**src/rtl/linear_probe_hash_table_core_macros.svh**
```systemverilog
// Assertion macros for the linear probe hash table RTL.
`ifndef LINEAR_PROBE_HASH_TABLE_CORE_MACROS_SVH
`define LINEAR_PROBE_HASH_TABLE_CORE_MACROS_SVH
`ifndef SYNTH
`define LPHT_ASSERT_IMP(label, ante, cons) \
  label: assert property (@(posedge clk) disable iff (!rst_n) (ante) |-> (cons)) \
    else $error("lpht: same-cycle check failed");
`define LPHT_ASSERT_NXT(label, ante, cons) \
  label: assert property (@(posedge clk) disable iff (!rst_n) (ante) |=> (cons)) \
    else $error("lpht: next-cycle check failed");
`else
`define LPHT_ASSERT_IMP(label, ante, cons)
`define LPHT_ASSERT_NXT(label, ante, cons)
`endif
`endif

```
**src/rtl/lpht_pkg.sv**
```systemverilog
// Shared types, codes and constants of the linear probe hash table.
package lpht_pkg;

  // Default sizes handed to the top level parameters.
  localparam int SLOTS_DEF      = 256;
  localparam int KEY_BITS_DEF   = 32;
  localparam int VALUE_BITS_DEF = 64;

  // Widest slot index over the supported table sizes.
  localparam int IDX_MAX_W = 16;

  // Entries of the queue between front and back end (a power of two).
  localparam int Q_DEPTH = 2;

  // Load limit after reset.
  localparam logic [7:0] LOAD_LIMIT_RST = 8'd192;

  // Request codes.
  localparam logic [1:0] OP_GET    = 2'd0;
  localparam logic [1:0] OP_SET    = 2'd1;
  localparam logic [1:0] OP_REMOVE = 2'd2;

  // Slot status codes.
  localparam logic [1:0] ST_EMPTY = 2'd0;
  localparam logic [1:0] ST_LIVE  = 2'd1;
  localparam logic [1:0] ST_TOMB  = 2'd2;

  typedef logic [IDX_MAX_W-1:0] home_t;

  typedef struct packed {
    logic [1:0]  opcode;
    logic [31:0] key_id;
    logic [31:0] key_hash;
    logic [63:0] value_in;
  } in_item_t;

  typedef struct packed {
    logic        hit;
    logic [63:0] value_out;
    logic        full_res;
  } out_item_t;

  // A classified request waiting for the back end.
  typedef struct packed {
    logic [1:0]  opcode;
    logic        op_ok;
    logic [31:0] key_id;
    logic [63:0] value_in;
    home_t       home;
  } q_entry_t;

endpackage

```
**src/rtl/lpht_front.sv**
```systemverilog
// Front end: accepts requests, decodes the opcode and reduces the hash to a home slot.
module lpht_front #(
  parameter int SLOTS = lpht_pkg::SLOTS_DEF
) (
  input  logic                clk,
  input  logic                rst_n,
  input  logic                in_valid,
  input  lpht_pkg::in_item_t  in_data,
  output logic                in_stall,
  output logic                push_valid,
  output lpht_pkg::q_entry_t  push_data,
  input  logic                push_stall
);

  localparam int IDX_W   = $clog2(SLOTS);
  localparam int SHIFT   = 32 + IDX_W;
  localparam int RECIP_W = 33;
  localparam int PROD_W  = 32 + RECIP_W;
  // Rounded-up reciprocal: (hash * RECIP) >> SHIFT is exactly hash / SLOTS.
  localparam logic [63:0] RECIP =
    ((64'd1 << SHIFT) + 64'(SLOTS) - 64'd1) / 64'(SLOTS);

  typedef logic [IDX_W-1:0] idx_t;

  logic               s1_valid_r;
  lpht_pkg::in_item_t s1_item_r;
  logic [PROD_W-1:0]  s1_prod_r;
  logic               s2_valid_r;
  lpht_pkg::q_entry_t s2_entry_r;

  logic               s2_load_ok;
  logic               s1_load_ok;
  logic               in_fire;
  logic               s1_adv;
  logic [PROD_W-1:0]  prod_nxt;
  idx_t               quot_lo;
  idx_t               quot_slots;
  idx_t               home;
  logic               op_ok;

  // Stage handshakes: a stage loads when it is empty or moves on this cycle.
  assign s2_load_ok = !s2_valid_r || !push_stall;
  assign s1_adv     = s1_valid_r && s2_load_ok;
  assign s1_load_ok = !s1_valid_r || s2_load_ok;
  assign in_stall   = !s1_load_ok;
  assign in_fire    = in_valid && s1_load_ok;

  // Stage one multiplies the hash by the reciprocal of the table size.
  assign prod_nxt = PROD_W'(in_data.key_hash) * PROD_W'(RECIP[RECIP_W-1:0]);

  // Stage two forms the remainder; only its low index bits are needed.
  assign quot_lo    = s1_prod_r[SHIFT +: IDX_W];
  assign quot_slots = idx_t'(quot_lo * idx_t'(SLOTS));
  assign home       = idx_t'(s1_item_r.key_hash[IDX_W-1:0] - quot_slots);

  // Classify the opcode; the unused code skips the probe.
  assign op_ok = s1_item_r.opcode inside {lpht_pkg::OP_GET, lpht_pkg::OP_SET,
                                          lpht_pkg::OP_REMOVE};

  // Valid bits of the two stages.
  always_ff @(posedge clk) begin
    if (!rst_n) begin
      s1_valid_r <= 1'b0;
      s2_valid_r <= 1'b0;
    end else begin
      if (s1_load_ok) begin
        s1_valid_r <= in_valid;
      end
      if (s2_load_ok) begin
        s2_valid_r <= s1_valid_r;
      end
    end
  end

  // Stage payloads.
  always_ff @(posedge clk) begin
    if (in_fire) begin
      s1_item_r <= in_data;
      s1_prod_r <= prod_nxt;
    end
    if (s1_adv) begin
      s2_entry_r.opcode   <= s1_item_r.opcode;
      s2_entry_r.op_ok    <= op_ok;
      s2_entry_r.key_id   <= s1_item_r.key_id;
      s2_entry_r.value_in <= s1_item_r.value_in;
      s2_entry_r.home     <= lpht_pkg::home_t'(home);
    end
  end

  assign push_valid = s2_valid_r;
  assign push_data  = s2_entry_r;

endmodule

```
**config.mk**
```make
export PLATFORM = sky130hd
export DESIGN_NAME = lpht_front
export DESIGN_NICKNAME = d
export VERILOG_FILES = /design/src/rtl/linear_probe_hash_table_core_macros.svh /design/src/rtl/lpht_pkg.sv /design/src/rtl/lpht_front.sv
export SDC_FILE = /design/constraint.sdc
export NUM_CORES = 1
export LEC_CHECK = 0
export BUFFER_PORTS_ARGS = -buffer_cell sky130_fd_sc_hd__buf_2
export CAP_MARGIN = 10
export CORE_MARGIN = 3
export CORE_UTILIZATION = 31
export DETAILED_ROUTE_END_ITERATION = 7
export GPL_TIMING_DRIVEN = 0
export HOLD_SLACK_MARGIN = 0.05
export PLACE_DENSITY = 0.65
export SYNTH_ARGS = -nofsm -noshare
export SYNTH_HDL_FRONTEND = slang
export SYNTH_SLANG_ARGS = --single-unit
```
**constraint.sdc**
```tcl
create_clock -name clk -period 21.1 [get_ports clk]
set_input_delay 4.22 -clock clk [delete_from_list [all_inputs] [get_ports clk]]
set_output_delay 4.22 -clock clk [all_outputs]
set_load 0.01 [all_outputs]
```
Word-level counts from Yosys, hierarchy flattened

Cells that the tools add are included.

Reduce and logical (&&, ||, !) cells: 10
Eq/ne operators: 2

Operator list:

| cell                                                                   | count |
|---|---|
| 1-bit logical NOT                                                      | 4 |
| 3-bit nonzero test                                                     | 1 |
| 2-bit by 1-bit equality test with 1-bit output (second input constant) | 1 |
| 2-bit equality test (second input constant)                            | 1 |
| 1-bit logical AND                                                      | 2 |
| 2-bit logical NOT                                                      | 1 |
| 1-bit logical OR                                                       | 2 |

Output and inout port bits: 117
Word-level logic and storage cells: 23
Bits in registers: 215
Input bits: 134

Depth between registers and ports, before layout

Depth after elaboration: 4
Gate-level depth with buffers: 2
Gate-level depth less buffers: 2

Least setup slack after synthesis

Ideal clock, no wire load.

Path kind: input-to-reg
From: input push_stall
To: register s2_entry_r (netlist bit push_data[0]) (enable)
Setup time: 0.735 ns
Arrival: 11.968 ns
Stages on the path: 1
Setup slack: 8.397 ns
Buffers on the path: 0
Data required time: 20.365 ns
Path through: a21boi_0

Longest elaborated chain between the ends: 3

Ends and longest elaborated chain:

| what               | line             | RTL |
|---|---|---|
| start: declaration | lpht_front.sv:12 | `input logic push_stall` |
| 1-bit logical NOT  | lpht_front.sv:42 | `assign s2_load_ok = !s2_valid_r \|\| !push_stall;` |
| 1-bit logical OR   | lpht_front.sv:42 |  |
| 1-bit logical AND  | lpht_front.sv:43 | `assign s1_adv = s1_valid_r && s2_load_ok;` |
| end: declaration   | lpht_front.sv:29 | `lpht_pkg::q_entry_t s2_entry_r;` |

No other way between the ends.
A chain may end at the register's enable or synchronous reset.

Worst setup path in the final report

From: input push_stall
To: output in_stall

Longest elaborated chain between the ends: 4

Ends and longest elaborated chain:

| what              | line             | RTL |
|---|---|---|
| 1-bit logical NOT | lpht_front.sv:42 |  |
| 1-bit logical OR  | lpht_front.sv:42 |  |
| 1-bit logical OR  | lpht_front.sv:44 | `assign s1_load_ok = !s1_valid_r \|\| s2_load_ok;` |
| 1-bit logical NOT | lpht_front.sv:45 | `assign in_stall = !s1_load_ok;` |
| end: declaration  | lpht_front.sv:9  | `output logic in_stall,` |

No other way between the ends.

==> summary.md <==
| Metric | Value |
|---|---|
| Post-synthesis sequential area ratio | `98.3%` |
| Final number of max-transition violations | `0` |
| Detailed placement HPWL | `9.01 mm` |
| Setup Viol. Count Final | `0` |
| Min-Delay Path Class | `reg -> reg` |
| Global-route wire length before repair | `18.5 mm` |
| Nets | `622` |
| Post-Place Cells | `733` |
| Met3 Track Usage GR | `3.80%` |
| Die width | `151 um` |
| Initial Utilization | `31.9%` |
| PD cells | `105 nW/um2` |
| H-tree depth | `1` |
| Gr busiest metal | `met2` |
| Root buf cell | `clkbuf_16` |
| Vias in the first global route | `3361` |
| IO Count | `251` |
| Layout area overhead | `36.4%` |
| Worst-path clk slew | `0.06 ns` |
| Max Clock Skew | `0.00722 ns` |
| Worst path arrival time | `4.72 ns` |
| Final period util | `42.4%` |
| DR vias/cell | `4.05` |
| Least-Margin Pin Slew | `0.817 ns` |
| Gate Count Post-Synth | `231` |
| Worst slew margin | `45.4%` |
| Cell area after placement | `8180 um2` |
| Status | `finished clean` |
| Die height | `151 um` |
| Final wirelength | `12.5 mm` |
| Yosys cell types | `10` |
| Met2 Track Usage GR | `16.7%` |
| Non-Filler Instances | `773` |
| Synthesized cell area | `6550 um2` |
| Drt first pass iters | `4` |
| Core area | `20500 um2` |
| Site Rows | `52` |
| Startpoint types | `primary input` |
| Max Clock Freq | `112 MHz` |
| CTS sink cnt | `215` |
| Grt met1 use | `13.1%` |
| Final hold viol count | `0` |
| CTS Buf Count | `23` |
| Syn Area/Cell | `28.3 um2` |
| Place WS | `12.16 ns` |
| Final worst slack | `12.16 ns` |
| Post-route DRC | `0` |
| Commonest non-fill, non-tap cell in the layout | `buf_2` |
| Initial DRC count | `117` |
| Cts hold-fix bufs | `0` |
| Vias | `3128` |
| Synth warnings | `0` |
| # diodes | `0` |
| Crit path max fanout | `3` |
| Setup TNS | `0 ns` |
| Antenna Nets Post-Route | `0` |
| Required time worst endpoint | `16.88 ns` |
| Unrepaired setup endpoints after global routing | `false` |
| Post-CTS Repair Setup Buffers | `0` |
| Register bit total from synthesis | `215` |
| Most frequent cells in the layout | `buf_2 (218), edfxtp_1 (213), clkbuf_16 (23)` |
| Minimum clock period | `8.94 ns` |
| Post-CTS sizing | `0` |
| Worst vdd ir | `0.0000645 V` |
| Fraction of layout cells with a size suffix above 1 | `53.3%` |
| Largest net degree at the start of global routing | `37` |
| Initial antenna violation count | `0` |
| Final total power | `938 uW` |
| CP Capture Type | `output pin` |
| Max cap viols | `0` |
| Port-buffer cells | `218` |
| P_leak | `3.45 nW` |
| CTS tree | `done` |
| WL per Instance | `16.2 um` |
| Final Cell Area | `8930 um2` |
| Min Hold Slack | `0.414 ns` |
| Critical path class | `in -> out` |
| Global-route usage over all layers | `10.5%` |
| Maximum root-to-sink buffer count | `3` |
| GRT Residual Overflow | `0` |
| DIE AREA | `22900 um2` |
| Util after Layout | `43.6%` |
| Clock insertion delay at the later pin of the skew report | `0.49 ns` |
| Routability cong. | `0.663` |
synthesized netlist by cell type:
| cell | instances | area share [%] |
|---|---|---|
| conb_1 | 1 | 0.057 |
| and3_4 | 1 | 0.17 |
| nor2b_1 | 2 | 0.19 |
| a21oi_1 | 1 | 0.076 |
| a21boi_0 | 1 | 0.11 |
| dfxtp_1 | 2 | 0.61 |
| o21a_1 | 1 | 0.11 |
| buf_4 | 8 | 0.92 |
| edfxtp_1 | 213 | 98 |
| nand2_1 | 1 | 0.057 |
logic make-up after synthesis:
kind of cell | share of synthesized area (%)
DFF | 98.3
other | 0.0573
buffers and inverters | 0.917
AOI/OAI and AO/OA | 0.306
and+or+nand+nor | 0.420
cell type report:
type / instances / area (um2)
Clock inverter: 13 / 163
Tap cell: 270 / 338
Multi-Input combinational cell: 15 / 96.3
Timing Repair Buffer: 225 / 1250
Clock buffer: 27 / 591
Buffer: 8 / 60.1
Sequential cell: 215 / 6440
Fill cell: 1821 / 11600
worst max-delay path: stages:
cell and delay (ns):
buf_2 0.13, and3_4 0.23, buf_2 0.14
flip-flops by register name, indices dropped and copies added, names as in the netlist:
name	flops
push_valid	1
s1_item_r	106
s1_valid_r	1
push_data	107
power by group:
part           internal [mW]  leakage (nW)  switching [mW]
clock                  0.248         0.367           0.150
sequential             0.495          2.05         0.00529
combinational         0.0176          1.03          0.0226
routing by layer:
metal,routed length [um],vias to the layer above
met3,1270,23
met2,6120,158
met1,4810,1513
met5,0,-
li1,-,1434
met4,321,0
worst paths after layout:
check / slack, ns / depth (start not counted) / to / from
max: 12.16 / 3 / in_stall / push_stall
min: 0.41 / 0 / push_data[39]$_DFFE_PP_ / s1_item_r[23]$_DFFE_PP_
max reg2reg: 19.11 / 4 / s1_item_r[120]$_DFFE_PP_ / push_valid$_SDFFE_PN0P_
min reg2reg: 0.41 / 0 / push_data[39]$_DFFE_PP_ / s1_item_r[23]$_DFFE_PP_
Note: power is estimated with default switching activity, not from simulation.
