--- src/rtl/linear_probe_hash_table_core_macros.svh ---
// Assertion macros for the linear probe hash table RTL.
`ifndef LINEAR_PROBE_HASH_TABLE_CORE_MACROS_SVH
`define LINEAR_PROBE_HASH_TABLE_CORE_MACROS_SVH
`ifndef SYNTH
`define LPHT_ASSERT_IMP(label, ante, cons) \
  label: assert property (@(posedge clk) disable iff (!rst_n) (ante) |-> (cons)) \
    else $error("lpht: same-cycle check failed");
`define LPHT_ASSERT_NXT(label, ante, cons) \
  label: assert property (@(posedge clk) disable iff (!rst_n) (ante) |=> (cons)) \
    else $error("lpht: next-cycle check failed");
`else
`define LPHT_ASSERT_IMP(label, ante, cons)
`define LPHT_ASSERT_NXT(label, ante, cons)
`endif
`endif

--- src/rtl/lpht_pkg.sv ---
// Shared types, codes and constants of the linear probe hash table.
package lpht_pkg;

  // Default sizes handed to the top level parameters.
  localparam int SLOTS_DEF      = 256;
  localparam int KEY_BITS_DEF   = 32;
  localparam int VALUE_BITS_DEF = 64;

  // Widest slot index over the supported table sizes.
  localparam int IDX_MAX_W = 16;

  // Entries of the queue between front and back end (a power of two).
  localparam int Q_DEPTH = 2;

  // Load limit after reset.
  localparam logic [7:0] LOAD_LIMIT_RST = 8'd192;

  // Request codes.
  localparam logic [1:0] OP_GET    = 2'd0;
  localparam logic [1:0] OP_SET    = 2'd1;
  localparam logic [1:0] OP_REMOVE = 2'd2;

  // Slot status codes.
  localparam logic [1:0] ST_EMPTY = 2'd0;
  localparam logic [1:0] ST_LIVE  = 2'd1;
  localparam logic [1:0] ST_TOMB  = 2'd2;

  typedef logic [IDX_MAX_W-1:0] home_t;

  typedef struct packed {
    logic [1:0]  opcode;
    logic [31:0] key_id;
    logic [31:0] key_hash;
    logic [63:0] value_in;
  } in_item_t;

  typedef struct packed {
    logic        hit;
    logic [63:0] value_out;
    logic        full_res;
  } out_item_t;

  // A classified request waiting for the back end.
  typedef struct packed {
    logic [1:0]  opcode;
    logic        op_ok;
    logic [31:0] key_id;
    logic [63:0] value_in;
    home_t       home;
  } q_entry_t;

endpackage

--- src/rtl/lpht_queue.sv ---
// Short request queue between the front and back end.
module lpht_queue (
  input  logic                clk,
  input  logic                rst_n,
  input  logic                push_valid,
  input  lpht_pkg::q_entry_t  push_data,
  output logic                push_stall,
  output logic                pop_valid,
  output lpht_pkg::q_entry_t  pop_data,
  input  logic                pop_req
);

  localparam int PTR_W = $clog2(lpht_pkg::Q_DEPTH);
  localparam int CNT_W = $clog2(lpht_pkg::Q_DEPTH + 1);

  lpht_pkg::q_entry_t entry_r [lpht_pkg::Q_DEPTH];
  logic [PTR_W-1:0]   wr_ptr_r;
  logic [PTR_W-1:0]   rd_ptr_r;
  logic [CNT_W-1:0]   count_r;
  logic               push;
  logic               pop;

  assign push_stall = (count_r == CNT_W'(lpht_pkg::Q_DEPTH));
  assign pop_valid  = (count_r != '0);
  assign push       = push_valid && !push_stall;
  assign pop        = pop_req && pop_valid;
  assign pop_data   = entry_r[rd_ptr_r];

  // Pointers and fill level.
  always_ff @(posedge clk) begin
    if (!rst_n) begin
      wr_ptr_r <= '0;
      rd_ptr_r <= '0;
      count_r  <= '0;
    end else begin
      if (push) begin
        wr_ptr_r <= wr_ptr_r + PTR_W'(1);
      end
      if (pop) begin
        rd_ptr_r <= rd_ptr_r + PTR_W'(1);
      end
      if (push && !pop) begin
        count_r <= count_r + CNT_W'(1);
      end else if (pop && !push) begin
        count_r <= count_r - CNT_W'(1);
      end
    end
  end

  // Entry storage.
  always_ff @(posedge clk) begin
    if (push) begin
      entry_r[wr_ptr_r] <= push_data;
    end
  end

endmodule

--- config.mk ---
export PLATFORM = sky130hd
export DESIGN_NAME = lpht_queue
export DESIGN_NICKNAME = d
export VERILOG_FILES = /design/src/rtl/linear_probe_hash_table_core_macros.svh /design/src/rtl/lpht_pkg.sv /design/src/rtl/lpht_queue.sv
export SDC_FILE = /design/constraint.sdc
export NUM_CORES = 1
export LEC_CHECK = 0
export BUFFER_PORTS_ARGS = -buffer_cell sky130_fd_sc_hd__buf_4
export CORE_MARGIN = 10
export CORE_UTILIZATION = 35
export DETAILED_ROUTE_END_ITERATION = 8
export GPL_ROUTABILITY_DRIVEN = 0
export PLACE_DENSITY = 0.63
export REMOVE_ABC_BUFFERS = 1
export SETUP_SLACK_MARGIN = 0.4
export SYNTH_ARGS = -nofsm -noshare
export SYNTH_HDL_FRONTEND = slang
export SYNTH_SLANG_ARGS = --single-unit
--- constraint.sdc ---
create_clock -name clk -period 7.53 [get_ports clk]
set_input_delay 0 -clock clk [delete_from_list [all_inputs] [get_ports clk]]
set_output_delay 0 -clock clk [all_outputs]
set_load 0.01 [all_outputs]
---- After elaboration in Yosys (flattened, before gate mapping) ----
Memory sizes are Yosys's and may differ from the RTL's. A register that Yosys moved wholly into a read port is not among the register bits.
Index checks and enable logic that the tools add are counted.
storage, ports and cells
  bits in writable memories ............... 230
  word-level logic and storage cells ...... 24
  bits in latches ......................... 0
  register bits after elaboration ......... 4
  memories ................................ 1
  output and inout port bits .............. 117
  input bits .............................. 119
  memory bits (read-only) ................. 0
operators by class
  divide/modulo/power cells ............... 0
  multiplexer cells ....................... 6
  bitwise operators ....................... 0
  order comparisons ....................... 0
  multiply operators ...................... 0
  equality and inequality tests ........... 1
  add/subtract/negate cells ............... 4
  reductions and logical operators ........ 9
  shifts and indexed selects .............. 0
memory list
  name     depth  width  rd ports  clocked after memory_dff  wr ports  line              source
  entry_r  2      115    1         1                         1         lpht_queue.sv:16  lpht_pkg::q_entry_t entry_r [lpht_pkg::Q_DEPTH];
operator list
  operator               count
  $logic_and A1 B1 Y1    4
  $mux W1                4
  $mux W2                2
  $reduce_bool A2 Y1     2
  $logic_not A1 Y1       3
  $add A1 B1 Y1 const B  2
  $add A2 B1 Y2 const B  1
  $eq A2 B2 Y1 const B   1
  $sub A2 B1 Y2 const B  1

---- Longest topological paths before layout ----
Gate-level depths: netlist of the first run.
  depth in word-level cells ............... 7
  depth in mapped cells ................... 7
  depth with buffers taken out ............ 7

---- Worst setup path after synthesis of the first run ----
OpenSTA, ideal clock, no wires.
  kind .................................... register to register
  from .................................... register count_r[0]
  to ...................................... memory entry_r[0][0] in the netlist's numbering (enable)
  clock period less this slack ............ 5600 ps
  path buffers ............................ 0
  data arrival time ....................... 5030 ps
  slack ................................... 1930 ps
  data required time ...................... 6960 ps
  setup time .............................. 570 ps
  cell stages (with the launch flop) ...... 4
  cell sequence ........................... dfxtp_1 > nand2b_1 > inv_1 > nor3_2
on the way
  word-level cells in the longest chain between the ends .. 5
ends and longest elaborated chain
  what                           line              source
  start, declared                lpht_queue.sv:19  logic [CNT_W-1:0] count_r;
  start signal, assigned         lpht_queue.sv:43  count_r <= count_r + CNT_W'(1);
  start signal, assigned         lpht_queue.sv:45  count_r <= count_r - CNT_W'(1);
  $eq A2 B2 Y1                   lpht_queue.sv:23  assign push_stall = (count_r == CNT_W'(lpht_pkg::Q_DEPTH));
  via push_stall                 lpht_queue.sv:7   output logic push_stall,
  $logic_not A1 Y1               lpht_queue.sv:25  assign push = push_valid && !push_stall;
  $logic_and A1 B1 Y1            lpht_queue.sv:25
  $mux W1                        lpht_queue.sv:52  if (push) begin
  $mux W1 (not written as such)  lpht_queue.sv:53  entry_r[wr_ptr_r] <= push_data;
  end, declared                  lpht_queue.sv:16
The timed path passes the listed nets, and every way through them passes these cells.

==> results.py, run 1 <==
metrics = {
    "run_status": {
        "status": "finished clean",
    },
    "timing": {
        "fin_crit_ns": 2.922,
        "fmax_mhz": 342.3,
        "relSlewSlack_pct": 32.08,
        "setup_tns_ns": 0,
        "slew_violations": 0,
        "worst_pin_slew_ns": 1.019,
        "finalSetupViolations": 0,
        "final_hold_viol_count": 0,
        "period_share_pct": 38.80,
        "finClkSkew_ns": 0.01721,
        "rsz0062_at_grt": "false",
    },
    "drt": {
        "ant_nets": 0,
        "firstDrtPassIters": 4,
        "routedWlPerCell_um": 18.16,
        "routed_via_density": 4.407,
        "drtIter0Drc": 182,
        "routed_wl_um": 19910,
        "vias": 4830,
        "drcViolationCount": 0,
    },
    "floorplan": {
        "die_y_um": 178.0,
        "pin_count": 236,
        "coreArea_um2": 24460,
        "initial_utilization_pct": 35.71,
        "die_x_um": 178.0,
        "rows": 57,
        "die_area_um2": 31680,
    },
    "clock_tree": {
        "clk_pin_slew_ns": 0.06,
        "cts_resized": 0,
        "clkSinkCount": 235,
        "cts-root-buf": "clkbuf_16",
        "clock_latency_ns": 0.51,
        "clk_path_buf_depth": 3,
        "htreeDepth": 1,
        "cts_buffers": 24,
        "cts_tree": "yes",
    },
    "final_layout": {
        "area_growth_pct": 46.15,
        "final_common_cell": "buf_4",
        "layout.nets": 874,
        "diodes": 0,
        "n_fill_cell": 1912,
        "drive_above_1_share_pct": 50.52,
        "final_cell_mix": "buf_4 (239), edfxtp_1 (230), dlygate4sd3_1 (119)",
        "fin_area_um2": 12770,
    },
    "logic_synthesis": {
        "ys_ff_latch": 235,
        "ys_seq_area_share_pct": 80.22,
        "syn_avg_cell_area_um2": 22.81,
        "syn_inst": 383,
        "netlist_area_um2": 8735,
        "ys_types": 22,
        "yosys_warnings": 0,
    },
    "global_route": {
        "gr-total-overflow": 0,
        "grt_pass1_vias": 5475,
        "grt_pass1_wl_um": 30320,
        "grt_usage_pct": 12.00,
        "antenna_found_initial": 0,
        "grt_max_degree": 64,
    },
    "critical_path": {
        "worstSetupPathType": "flop to primary output",
        "reg2reg_depth": 5,
        "ff2ff_setup_slack_ns": 4.86,
        "cp.arrival_ns": 2.92,
        "reg2reg_to": "entry_r[0][53]",
        "r2r-start": "count_r[0]",
        "crit_end": "pop_data[42]",
        "cp-start-kind": "flop",
        "worstSetupEndpointType": "primary output",
        "cp_max_fo": 63,
        "worstPathRequired_ns": 7.53,
    },
    "place": {
        "port_buffers": 235,
        "post-dp-hpwl_um": 13050,
        "place_area_um2": 10840,
    },
    "hold_path": {
        "hold_class": "input port to flop",
    },
    "power": {
        "p_total_mw": 3.931,
        "p_leak_nw": 4.857,
        "ir_drop_mv": 0.2377,
        "power_density_nw_per_um2": 307.9,
    },
    "flow_run": {
        "maxCapViolCount": 0,
    },
}
[cells in the mapped netlist]
library cell  instances  share of area [%]
edfxtp_1            230                 79
mux2_2               65                8.4
mux2_4               50                8.6
buf_6                 7               0.90
buf_2                 6               0.34
dfxtp_1               5                1.1
and2_1                3               0.21
inv_1                 2              0.086
xnor2_1               2               0.20
a21boi_0              1              0.086
a21boi_1              1              0.086
and3_1                1              0.072
ha_1                  1               0.14
nand2b_1              1              0.072
nor2_1                1              0.043
nor3_2                1               0.11
o21a_1                1              0.086
o21ai_0               1              0.057
o21ai_1               1              0.057
or2_2                 1              0.072
or3_1                 1              0.072
xor2_1                1               0.10
[cells by family (layout without fill, tap and decap cells)]
logic type	count (synthesis)	after routing	share of synthesized area (%)
flops	235	235	80.22
mux	115	115	16.97
buf+inv	15	404	1.332
simple gates	9	9	0.6591
compound gates	5	5	0.3724
xor+xnor	3	3	0.3009
fa+ha+maj	1	1	0.1432
[critical path, cell delays in order (launching register included)]
cell	delay [ns]
dfxtp_4	0.87
buf_4	0.88
mux2_2	0.43
buf_4	0.15
[cell type report]
cell class	count	area (um^2)	area share, %
Clock inverter	10	45.04	0.3528
Tap cell	324	405.4	3.176
Multi-Input combinational cell	133	1623	12.71
Timing Repair Buffer	358	2985	23.39
Clock buffer	34	689.4	5.400
Inverter	2	7.507	0.05881
Sequential cell	235	7010	54.92
[through the flow]
step                setup WS [ns]  utilization [%]  instances  hold WS (ns)
floorplan                   1.930                -        370       0.09887
global placement            4.925            44.31        933        0.1854
detailed placement          4.855            44.31        933        0.1877
CTS                         4.482            52.19       1096        0.1858
global route                4.411            52.19       1096        0.2080
finish                      4.608            52.19       1096        0.2171
[flip-flops by register name (all words and copies together) (netlist names), named ones only]
| name | cells |
|---|---|
| wr_ptr_r | 1 |
| rd_ptr_r | 1 |
| count_r | 2 |
| entry_r | 230 |
[layer usage]
| layer | vias to the layer above | wire (um) | track usage, % | share of wire, % |
|---|---|---|---|---|
| met1 | 2384 | 7766 | 14.09 | 39 |
| met3 | 28 | 1406 | 3.404 | 7.1 |
| met4 | 0 | 486 | 3.300 | 2.4 |
| met5 | - | 0 | 0 | 0 |
| met2 | 162 | 10250 | 21.03 | 51 |
| li1 | 2256 | - | - | - |
[power breakdown]
group	switching, mW	internal, mW	leakage, nW
sequential	0.0860	1.65	2.19
combinational	0.491	0.616	2.31
clock	0.457	0.634	0.358
total	1.03	2.90	4.86
[worst min-delay path by stage]
stage          slack (ns)      startpoint  cells after the start         endpoint
5_1_grt              0.21  push_data[111]                      2  entry_r[1][111]
3_3_place_gp         0.19   push_data[28]                      1   entry_r[0][28]
3_5_place_dp         0.19  push_data[108]                      1  entry_r[1][108]
6_report             0.22  push_data[101]                      2  entry_r[0][101]
2_1_floorplan         0.1    push_data[0]                      0    entry_r[0][0]
4_1_cts              0.19    push_data[6]                      2    entry_r[0][6]
[repair_timing]
| item | in CTS | in global routing |
|---|---|---|
| endpoints found under the hold margin | 235 | 0 |
| hold buffers | 119 | 0 |
| buffers inserted | 0 | 0 |
(Power assumes the default switching activity.)
==> run 2, diff against run 1 <==
--- a/config.mk
+++ b/config.mk
@@ -5,6 +5,7 @@
 export SDC_FILE = /design/constraint.sdc
 export NUM_CORES = 1
 export LEC_CHECK = 0
+export ABC_AREA = 1
 export BUFFER_PORTS_ARGS = -buffer_cell sky130_fd_sc_hd__buf_4
 export CORE_MARGIN = 10
 export CORE_UTILIZATION = 35
==> constraint.sdc (replaced) <==
create_clock -name clk -period 3 [get_ports clk]
set_input_delay 0 -clock clk [delete_from_list [all_inputs] [get_ports clk]]
set_output_delay 0 -clock clk [all_outputs]
set_load 0.01 [all_outputs]
==> run 2 against run 1 <==
- combinational power up 130%
- sequential power up 150%
- die area about the same
- first-iteration DRC count up 27%
- cell area about the same
- hold slack worse by 0.023 ns
- via count up 1.7%
- sequential share of layout area about the same
- critical path type unchanged
- highest routed layer unchanged
==> results.py, run 2 <==
metrics = {
    "logic_synthesis": {
        "syn_inst": 395,
        "synth_top_area_share_pct": 79.03,
        "synth_most_common_cell": "edfxtp_1",
        "yosys_warnings": 0,
        "ys_types": 15,
        "synthTopCellsByArea": "edfxtp_1 (79%), mux2_4 (8.6%), mux2_2 (8.4%)",
        "netlist_area_um2": 8740,
        "syn_avg_cell_area_um2": 22.13,
        "ys_ff_latch": 235,
        "synthFlopType": "edfxtp_1",
        "async_reset_ff_share_pct": 0,
        "synth_edf_count": 230,
        "yosysTopAreaCell": "edfxtp_1",
        "synth_commonest_cells": "edfxtp_1 (230), mux2_2 (65), mux2_4 (50)",
        "ys_seq_area_share_pct": 80.17,
    },
    "power": {
        "intPower_mw": 7.033,
        "p_comb_share_pct": 27.2,
        "p_sw_mw": 2.460,
        "p_total_mw": 9.494,
        "pwr-share-seq_pct": 45.4,
        "swShare_pct": 25.92,
        "ir_drop_mv": 0.4123,
        "p_clk_share_pct": 27.5,
        "p_leak_nw": 4.873,
        "power_density_nw_per_um2": 743.4,
    },
    "final_layout": {
        "fin_area_um2": 12770,
        "area_growth_pct": 46.13,
        "regArea_um2": 7010,
        "n_fill_cell": 1922,
        "regMostFlops": "entry_r",
        "final_common_cell": "buf_4",
        "multi_input_area_um2": 1609,
        "fin_cells": 1106,
        "largest_reg_flops": 230,
        "drive_above_1_share_pct": 49.87,
        "final_cell_mix": "buf_4 (239), edfxtp_1 (230), dlygate4sd3_1 (117)",
        "layout.nets": 888,
        "reg_top3": "entry_r x230, count_r x2",
    },
    "global_route": {
        "gr-total-overflow": 0,
        "grt_usage_pct": 12.31,
        "grt_pass1_wl_um": 31350,
        "grt_pass1_vias": 5736,
        "grt_max_degree": 71,
        "antenna_found_initial": 1,
    },
    "clock_tree": {
        "htreeDepth": 1,
        "cts_resized": 0,
        "clkSinkCount": 235,
        "clk_path_buf_depth": 3,
        "clk_pin_slew_ns": 0.06,
        "cts-root-buf": "clkbuf_16",
        "cts_buffers": 25,
        "cts_tree": "yes",
        "clock_latency_ns": 0.50,
    },
    "timing": {
        "fmax_mhz": 472.8,
        "slew_violations": 0,
        "fin_crit_ns": 2.115,
        "whs_ns": 0.1943,
        "setup_tns_ns": 0,
        "period_share_pct": 70.50,
        "final_hold_viol_count": 0,
        "finClkSkew_ns": 0.005467,
        "finalSetupViolations": 0,
        "relSlewSlack_pct": 46.79,
        "rsz0062_at_grt": "false",
        "worst_pin_slew_ns": 0.7897,
    },
    "drt": {
        "vias": 4910,
        "firstDrtPassIters": 4,
        "drcViolationCount": 0,
        "drtIter0Drc": 231,
        "ant_nets": 0,
        "routedWlPerCell_um": 18.30,
        "routed_via_density": 4.439,
        "routed_wl_um": 20240,
    },
    "hold_path": {
        "hold_depth": 4,
        "hold_class": "input port to flop",
    },
    "critical_path": {
        "reg2reg_depth": 9,
        "cp_max_fo": 26,
        "cp-start-kind": "flop",
        "worstSetupPathType": "flop to primary output",
        "ff2ff_setup_slack_ns": 0.91,
        "worstPathRequired_ns": 3.00,
        "cp.arrival_ns": 2.12,
        "worstSetupEndpointType": "primary output",
    },
    "flow_run": {
        "maxCapViolCount": 0,
    },
    "floorplan": {
        "die_x_um": 178.0,
        "coreArea_um2": 24460,
        "rows": 57,
        "initial_utilization_pct": 35.73,
        "pin_count": 236,
        "die_y_um": 178.0,
        "die_area_um2": 31690,
    },
    "place": {
        "dp.cells": 948,
        "place_area_um2": 10910,
        "post-dp-hpwl_um": 13330,
        "port_buffers": 235,
    },
    "run_status": {
        "status": "finished clean",
    },
}
[run 2: metrics by stage]
stage	setup WS (ns)	utilization (%)
2_1_floorplan	-2.922	-
3_3_place_gp	1.136	44.60
3_5_place_dp	0.9702	44.60
4_1_cts	0.8211	52.19
5_1_grt	0.7661	52.20
6_report	0.8850	52.21
[run 2: worst paths after layout]
kind | start | endpoint
setup / recovery | flop | pop_data[30]
hold reg to reg | rd_ptr_r | rd_ptr_r
hold / removal | push_valid | wr_ptr_r
setup reg to reg | count_r[1] | count_r[1]
[run 2: area by class of cell]
type / instances / share of cell area [%]
tap: 324 / 3.174
clock inverter: 9 / 0.3233
antenna: 2 / 0.03919
inverter: 8 / 0.2351
sequential: 235 / 54.89
timing repair buffer: 359 / 23.69
multi-input combinational: 139 / 12.60
clock buffer: 30 / 5.046
[run 2: cell families (layout without fill, tap and decap cells)]
| kind of cell | Yosys count | in the layout | synth area share, % |
|---|---|---|---|
| DFF | 235 | 235 | 80.17 |
| muxes | 115 | 115 | 16.96 |
| buffers and inverters | 21 | 406 | 1.589 |
| and+or+nand+nor | 18 | 18 | 0.8161 |
| AOI/OAI and AO/OA | 5 | 5 | 0.3149 |
| adders and majority gates | 1 | 1 | 0.1431 |
| other | 0 | 2 | 0 |
[run 2: per-layer routing]
metal  part of all wire, %  track usage, %  vias to the layer above
met2                    53           22.11                      162
met1                    38           13.85                     2423
met3                   7.6           3.679                       33
li1                      -               -                     2292
met4                   1.7           3.473                        0
met5                     0               0                        -
[run 2: what timing repair did]
action                                 4_1_cts  5_1_grt
setup buffers                                0        0
endpoints found under the hold margin      235        0
hold buffers                               117        0
[run 2: critical path, stage by stage (launching register included)]
cell	delay (ns)
dfxtp_4	0.61
buf_4	0.44
mux2_2	0.40
buf_4	0.15
[run 2: power by group through the flow]
stage | Clock [mW] | Combinational, mW | Sequential [mW]
2_1_floorplan | 0 | 1.30 | 4.52
5_1_grt | 2.83 | 2.77 | 4.35
6_report | 2.61 | 2.58 | 4.31
4_1_cts | 2.70 | 2.64 | 4.31
3_3_place_gp | 0 | 2.46 | 4.35
3_5_place_dp | 0 | 2.50 | 4.38
